<file path="src/hw/rtl/bch_enc_pkg.sv">
// bch_enc_pkg: shared widths, register indexes and result type for the
// bit-serial bch systematic encoder. no dependencies.
`default_nettype none

package bch_enc_pkg;

   localparam int MSG_LEN_W    = 8;
   localparam int PARITY_LEN_W = 7;
   localparam int TAPS_W       = 64;
   localparam int PARITY_W     = 64;
   localparam int CSR_DATA_W   = 64;
   localparam int CSR_ADDR_W   = 5;

   // register index = paddr[4:3], registers sit on 8-byte boundaries
   localparam logic [1:0] REG_MSG_LEN    = 2'd0;
   localparam logic [1:0] REG_PARITY_LEN = 2'd1;
   localparam logic [1:0] REG_GEN_TAPS   = 2'd2;

   localparam logic [MSG_LEN_W-1:0]    MSG_LEN_RST    = 8'd7;
   localparam logic [PARITY_LEN_W-1:0] PARITY_LEN_RST = 7'd8;
   localparam logic [TAPS_W-1:0]       GEN_TAPS_RST   = 64'd232;

   typedef struct packed {
      logic                code_bit;
      logic [PARITY_W-1:0] parity_word;
      logic                parity_valid;
   } result_type;

endpackage

`default_nettype wire

</file>
<file path="src/hw/rtl/bch_systematic_encoder_top.sv">
// bch_systematic_encoder_top: bit-serial systematic bch encoder, division
// register with parallel xor taps, apb-style register port. uses bch_enc_pkg.
// the result of an accepted bit is registered (result register, or skid).
// throughput: one message bit per cycle while req_ready is high; the window
// update is a single shift-and-xor step, so a bit can enter on every ready clock.
// a two-entry output stage (result register plus skid) keeps req_ready high
// while one result waits. synchronous active-high reset clears the window,
// bit counter and output flags and loads the register reset values.
`default_nettype none

module bch_systematic_encoder_top #(
   parameter int MAX_PARITY   = 64,
   parameter int MAX_CODE_LEN = 255
) (
   input  wire                                 clock,
   input  wire                                 reset,
   // input channel
   input  wire                                 req_valid,
   output logic                                req_ready,
   input  wire                                 req_msg_bit,
   // result channel
   output logic                                rsp_valid,
   input  wire                                 rsp_ready,
   output logic                                rsp_code_bit,
   output logic [bch_enc_pkg::PARITY_W-1:0]    rsp_parity_word,
   output logic                                rsp_parity_valid,
   // register port
   input  wire                                 psel,
   input  wire                                 penable,
   input  wire                                 pwrite,
   input  wire  [bch_enc_pkg::CSR_ADDR_W-1:0]  paddr,
   input  wire  [bch_enc_pkg::CSR_DATA_W-1:0]  pwdata,
   output logic [bch_enc_pkg::CSR_DATA_W-1:0]  prdata,
   output logic                                pready
);
   import bch_enc_pkg::*;

   localparam int W = MAX_PARITY;

   // configuration registers
   logic [MSG_LEN_W-1:0]    msg_len_ff;
   logic [PARITY_LEN_W-1:0] parity_len_ff;
   logic [TAPS_W-1:0]       gen_taps_ff;

   // encoder state
   logic [W-1:0]            window_ff, window_in;
   logic [MSG_LEN_W-1:0]    bit_pos_ff, bit_pos_in;

   // output stage
   result_type              out_ff, out_in, skid_ff, skid_in, result;
   logic                    out_valid_ff, out_valid_in;
   logic                    skid_valid_ff, skid_valid_in;

   logic                    accept, take, csr_write;
   logic [1:0]              reg_idx;
   logic [PARITY_LEN_W-1:0] plen_eff;
   logic [MSG_LEN_W-1:0]    mlen_eff;
   logic [W-1:0]            mask, win, win_next;
   logic                    feedback, msg_end;
   logic [MSG_LEN_W:0]      count;

   // ---------------- register port ----------------
   assign pready    = 1'b1;
   assign reg_idx   = paddr[4:3];
   assign csr_write = psel & penable & pwrite & pready;

   always_ff @(posedge clock) begin
      if (reset) begin
         msg_len_ff    <= MSG_LEN_RST;
         parity_len_ff <= PARITY_LEN_RST;
         gen_taps_ff   <= GEN_TAPS_RST;
      end else if (csr_write) begin
         case (reg_idx)
            REG_MSG_LEN:    msg_len_ff    <= pwdata[MSG_LEN_W-1:0];
            REG_PARITY_LEN: parity_len_ff <= pwdata[PARITY_LEN_W-1:0];
            REG_GEN_TAPS:   gen_taps_ff   <= pwdata[TAPS_W-1:0];
            default: ;
         endcase
      end
   end

   always_comb begin
      case (reg_idx)
         REG_MSG_LEN:    prdata = CSR_DATA_W'(msg_len_ff);
         REG_PARITY_LEN: prdata = CSR_DATA_W'(parity_len_ff);
         REG_GEN_TAPS:   prdata = CSR_DATA_W'(gen_taps_ff);
         default:        prdata = '0;
      endcase
   end

   // ---------------- division step ----------------
   assign plen_eff = (parity_len_ff > PARITY_LEN_W'(MAX_PARITY)) ?
                     PARITY_LEN_W'(MAX_PARITY) : parity_len_ff;
   assign mlen_eff = (msg_len_ff > MSG_LEN_W'(MAX_CODE_LEN - 1)) ?
                     MSG_LEN_W'(MAX_CODE_LEN - 1) : msg_len_ff;

   always_comb begin
      for (int i = 0; i < W; i++) begin
         mask[i] = (PARITY_LEN_W'(i) < plen_eff);
      end
   end

   assign win      = window_ff & mask;
   assign feedback = req_msg_bit ^ win[0];
   assign win_next = ((win >> 1) ^ (feedback ? gen_taps_ff[W-1:0] : '0)) & mask;
   assign count    = {1'b0, bit_pos_ff} + (MSG_LEN_W+1)'(1);
   assign msg_end  = (count >= {1'b0, mlen_eff});

   always_comb begin
      result.code_bit     = req_msg_bit;
      result.parity_word  = msg_end ? PARITY_W'(win_next) : '0;
      result.parity_valid = msg_end;
   end

   assign accept = req_valid & req_ready;
   assign take   = out_valid_ff & rsp_ready;

   always_comb begin
      window_in  = window_ff;
      bit_pos_in = bit_pos_ff;
      if (accept) begin
         if (msg_end) begin
            window_in  = '0;
            bit_pos_in = '0;
         end else begin
            window_in  = win_next;
            bit_pos_in = count[MSG_LEN_W-1:0];
         end
      end
   end

   // ---------------- output register and skid ----------------
   always_comb begin
      out_in        = out_ff;
      skid_in       = skid_ff;
      out_valid_in  = out_valid_ff;
      skid_valid_in = skid_valid_ff;
      if (take) begin
         if (skid_valid_ff) begin
            out_in        = skid_ff;
            skid_valid_in = 1'b0;
         end else if (accept) begin
            out_in = result;
         end else begin
            out_valid_in = 1'b0;
         end
      end else if (accept) begin
         if (!out_valid_ff) begin
            out_in       = result;
            out_valid_in = 1'b1;
         end else begin
            skid_in       = result;
            skid_valid_in = 1'b1;
         end
      end
   end

   always_ff @(posedge clock) begin
      if (reset) begin
         window_ff     <= '0;
         bit_pos_ff    <= '0;
         out_valid_ff  <= 1'b0;
         skid_valid_ff <= 1'b0;
      end else begin
         window_ff     <= window_in;
         bit_pos_ff    <= bit_pos_in;
         out_valid_ff  <= out_valid_in;
         skid_valid_ff <= skid_valid_in;
      end
   end

   always_ff @(posedge clock) begin
      out_ff  <= out_in;
      skid_ff <= skid_in;
   end

   assign req_ready        = ~skid_valid_ff;
   assign rsp_valid        = out_valid_ff;
   assign rsp_code_bit     = out_ff.code_bit;
   assign rsp_parity_word  = out_ff.parity_word;
   assign rsp_parity_valid = out_ff.parity_valid;

endmodule

`default_nettype wire

</file>
<file path="config.mk">
export PLATFORM = sky130hd
export DESIGN_NAME = bch_systematic_encoder_top
export DESIGN_NICKNAME = d
export VERILOG_FILES = /design/src/hw/rtl/bch_enc_pkg.sv /design/src/hw/rtl/bch_systematic_encoder_top.sv
export SDC_FILE = /design/constraint.sdc
export NUM_CORES = 1
export LEC_CHECK = 0
export ABC_AREA = 0
export ABC_CLOCK_PERIOD_IN_PS = 9500
export CAP_MARGIN = 0
export CELL_PAD_IN_SITES_DETAIL_PLACEMENT = 1
export CELL_PAD_IN_SITES_GLOBAL_PLACEMENT = 1
export CORE_UTILIZATION = 52
export DETAILED_ROUTE_END_ITERATION = 8
export DONT_BUFFER_PORTS = 1
export GPL_TIMING_DRIVEN = 1
export HOLD_SLACK_MARGIN = 0.1
export PLACE_DENSITY_LB_ADDON = 0.15
export SYNTH_ARGS = -nofsm -noshare
export SYNTH_HDL_FRONTEND = slang
export SYNTH_SLANG_ARGS = --single-unit
</file>
<file path="constraint.sdc">
create_clock -name clock -period 9.5 [get_ports clock]
set_input_delay 0 -clock clock [delete_from_list [all_inputs] [get_ports clock]]
set_output_delay 0 -clock clock [all_outputs]
set_load 0.005 [all_outputs]
</file>
# Yosys cells after proc, flatten, opt, wreduce, memory -nomap -nowiden
# Cells that the tools add are included.
# totals
regBits	285
input_bits	77
output_inout_bits	133
# op_classes
n_reduce_logical	11
n_eq_ne	5
order_cmp	67
n_bitwise	10
mux	16
addsub	1
# op_table
cell	count
66-bit 2-to-1 mux	5
6-bit by 7-bit less-than comparator with 1-bit output, first input constant	32
64-bit 2-to-1 mux	3
64-bit case mux with 3 select lines	1
64-bit bitwise AND	2
5-bit by 7-bit less-than comparator with 1-bit output, first input constant	16
63-bit by 64-bit bitwise XOR with 64-bit output	1
4-bit by 7-bit less-than comparator with 1-bit output, first input constant	8
3-bit by 7-bit less-than comparator with 1-bit output, first input constant	4
8-bit 2-to-1 mux	2
1-bit by 7-bit less-than comparator with 1-bit output, first input constant	2
2-bit by 7-bit less-than comparator with 1-bit output, first input constant	2
8-bit by 1-bit adder with 9-bit output, second input constant	1
9-bit by 8-bit >= comparator with 1-bit output	1
3-bit AND reduction	3
8-bit > comparator, second input constant	1
2-bit AND reduction	4
7-bit > comparator, second input constant	1
7-bit 2-to-1 mux	1
1-bit bitwise AND	4
1-bit 2-to-1 mux	4
2-bit != test, second input constant	2
2-bit nonzero test	2
2-bit by 1-bit == test with 1-bit output, second input constant	1
6 further kinds	7

# Depth between registers and ports, before layout
# logic_depth
word_depth	12
depth_mapped	14
mapped_depth_nobuf	11

# Worst setup path before layout
# OpenSTA, ideal clock, no wires.
# synth_path
kind	flip-flop to flip-flop
from	reg skid_valid_ff
to	reg skid_ff[0] (netlist bit), enable pin
path_buffers	2
t_arrival_ns	5.514
stages_incl_launch_ff	6
required_time_ns	8.929
slack_ns	3.415
period_less_slack_ns	6.085
setup_ns	0.571
cell_sequence	dfxtp_1 -> nor2b_1 -> clkbuf_1 -> inv_1 -> buf_1 -> nor3_1
# synth_via
elab_chain_cells	3
# synth_rtl
element	line_no	source
start, declared	bch_systematic_encoder_top.sv:52	logic skid_valid_ff, skid_valid_in;
start signal, assigned	bch_systematic_encoder_top.sv:168	skid_valid_ff <= skid_valid_in;
1-bit NOT	bch_systematic_encoder_top.sv:177	assign req_ready = ~skid_valid_ff;
1-bit bitwise AND	bch_systematic_encoder_top.sv:115	assign accept = req_valid & req_ready;
3-bit AND reduction (no source line)	--	
end signal, assigned	bch_systematic_encoder_top.sv:174	skid_ff <= skid_in;
end, declared	bch_systematic_encoder_top.sv:50	result_type out_ff, out_in, skid_ff, skid_in, result;
# Every way passes these cells.
# A chain may end at the register's enable or synchronous reset.

==> out/summary.txt <==
First-pass GRT wire length -> 69,580 um
Final setup vio count -> 0
Post-CTS Hold Buffers -> 93
DRT Pass-1 Iters -> 5
Final Hold Viols -> 0
Critical Path Sink -> rsp_parity_word[30]
CTS sink cnt -> 285
DR WL/cell -> 24.60 um
FF-to-FF setup slack -> 5150 ps
Post-synth ARST share -> 0%
Max-Cap Viols -> 0
Fillers -> 2,844
Mapped cell area -> 13,250 um2
P per Cell Area -> 177.5 nW/um2
Clk buf depth -> 3
Final ANT Viol Nets -> 0
Core ar. -> 25,110 um2
Outcome -> finished clean
Vias in the first global route -> 11,708
Yosys reg bits -> 285
Setup WS post-layout -> 5154 ps
VDD IR max -> 0.0001434 V
Die height -> 161.6 um
Congestion Overflow GR -> 0
Row cnt -> 58
Slew @ Worst Pin -> 1022 ps
RR Endpoint -> rsp_parity_word[30]
Die W -> 161.6 um
Yosys top cell area share -> 29.91%
Inst Count DP -> 1,710
HP Start -> rsp_ready
Reg-to-Reg Start -> parity_len_ff[2]
Startpoint types -> register
GP Congestion -> 0.8874
Cell with the most instances after synthesis -> nand2_1
Ys Warns -> 0
Post-Syn Area per Cell -> 9.015 um2
Max transition margin -> 31.76%
Main synth FF type -> dfxtp_1
CP arrival -> 4760 ps
CTS tree -> built
Main area contributors after synthesis -> edfxtp_1, dfxtp_1, nand2_1, a21oi_1, o21ai_0
Initial Util -> 52.78%
Cell count after synthesis -> 1,470
Flop pwr share -> 49.5%
Total track usage -> 34.74%
Routed vias -> 11,588
DP HPWL -> 29,280 um
Starting DRC count in detailed routing -> 1,104
Layout cells sized above 1 -> 5.625%
Fmax -> 230.1 MHz
CTS buffer count -> 30
Crit Path Category -> register to register
Layout Nets -> 1,592
Pre-CTS setup slack -> 5287 ps
Clk_skew -> 13.10 ps
Clock transition at path regs -> 60 ps
Latest clock arrival within the worst-skew pair -> 560 ps
Final cell count without fillers -> 1,860
Register area share after synthesis -> 53.02%
Post-synth top cells -> nand2_1, dfxtp_1, edfxtp_1
Initial antenna violation count -> 1
Syn_nets -> 1,557
Root buf cell -> clkbuf_16
Switching share of power -> 23.08%
Reg2reg path depth -> 7
Fin crit share -> 45.75%
Final Critical Period -> 4346 ps
CTS HTree Levels -> 1
Critical Path RT -> 9910 ps
Post-synth EDFFs -> 132
Critical path launch point -> parity_len_ff[2]
Synth area leader -> edfxtp_1
Min-Delay Path Class -> primary input to register
Residual DRC count -> 0
Area delta synth->final -> 15.88%
Post-cts repair resize count -> 0
Standby leakage power -> 0.005313 uW
Sw Pwr -> 628.9 uW
RSZ-0062 raised after global routing -> no
Setup TNS -> 0 ps
Vias per inst -> 6.230
Setup Fix Bufs, Post-CTS -> 0
Worst-path fanout max -> 47
P_int -> 2096 uW
IO Pins -> 210
Number of unique standard cell types used by synthesis -> 73
Largest net degree at the start of global routing -> 96
IO buf count -> 0
Crit end category -> register
Die Area -> 26,130 um2
Slew Viols, Final -> 0
Clk network pwr share -> 44.6%
Drt total wl -> 45,760 um
Comb pwr share -> 5.8%
==> critical path, stage by stage (launching register included) <==
cell	delay [ps]
dfxtp_1	640
or4_4	710
o22ai_2	490
or2_2	760
buf_4	540
nand2_1	130
mux2i_1	690
a22o_1	240
==> final cells by class <==
type	instances	area, um2	share of cell area [%]
inverters	18	67.56	0.4400
diodes	1	2.502	0.01629
flip-flops and latches	285	7027	45.76
clock buffers	44	885.9	5.768
well taps	330	412.9	2.689
clock inverters	12	131.4	0.8555
repair buffers	111	1084	7.056
multi-input cells	1059	5747	37.42
==> cells by family after synthesis <==
| family | count (synthesis) | share of synthesized area, % |
|---|---|---|
| and+or+nand+nor | 612 | 20.94 |
| AOI/OAI and AO/OA | 392 | 18.00 |
| DFF | 285 | 53.02 |
| buffers and inverters | 126 | 3.965 |
| xor gates and xnor gates | 25 | 1.652 |
| muxes | 19 | 1.444 |
| adders and majority gates | 10 | 0.9441 |
| other | 1 | 0.02830 |
==> sequential cells by signal (all words and copies together), names as in the netlist <==
name and cells:
bit_pos_ff 8, gen_taps_ff 64, msg_len_ff 8, parity_len_ff 7, rsp_code_bit 1, rsp_parity_valid 1
rsp_parity_word 64, rsp_valid 1, skid_ff 66, skid_valid_ff 1, window_ff 64
==> layer usage <==
metal / track usage, % / routed length (um)
met5: 0 / 0
met4: 11.15 / 1367
met3: 6.934 / 3532
met2: 55.51 / 21040
met1: 47.37 / 19820
==> worst min path at each step <==
stage / slack (ps) / cells past startpoint / endpoint
floorplan: 100 / 0 / skid_ff[65]
global placement: 40 / 1 / prdata[7]
detailed placement: 40 / 1 / prdata[7]
CTS: 100 / 4 / gen_taps_ff[30]
global route: 110 / 1 / prdata[3]
finish: 110 / 2 / skid_ff[64]
==> through the flow <==
| step | utilization [%] | hold WS (ps) | instance area [um2] | power [uW] |
|---|---|---|---|---|
| after floorplan | - | 98.87 | 13250 | 1460 |
| after global placement | 53.32 | 36.47 | 13390 | 1485 |
| after detailed placement | 53.32 | 41.25 | 13390 | 1494 |
| after CTS | 61.15 | 104.7 | 15350 | 2726 |
| after global routing | 61.15 | 114.1 | 15350 | 2793 |
| final | 61.16 | 108.8 | 15360 | 2725 |
==> cells in the final DEF, fill, tap and decap left out, drive strengths merged, types with 4 or more instances in the layout <==
cell type and n:
nand3 27, clkinv 9, ha 10, o22ai 7, nand4 4, xor2 15, edfxtp 132, o31ai 45
nand2b 5, clkbuf 44, xnor2 10, dfxtp 153, inv 17, buf 19, o211ai 6, a21oi 129
dlygate4sd3 92, nand3b 5, a22o 25, o21ai 130, nand2 338, a31oi 5, and3 36, mux2i 18
nor3 14, or2 6, or3 6, and2 71, nor2b 9, nor2 78, a21o 5
==> power by group through the flow <==
| stage | Clock (uW) | Sequential, uW | Combinational (uW) |
|---|---|---|---|
| after floorplan | 0 | 1370 | 91.9 |
| after global placement | 0 | 1370 | 113 |
| after detailed placement | 0 | 1380 | 119 |
| after CTS | 1220 | 1350 | 155 |
| after global routing | 1270 | 1350 | 171 |
| final | 1220 | 1350 | 159 |
Note: power is estimated with default switching activity, not from simulation.
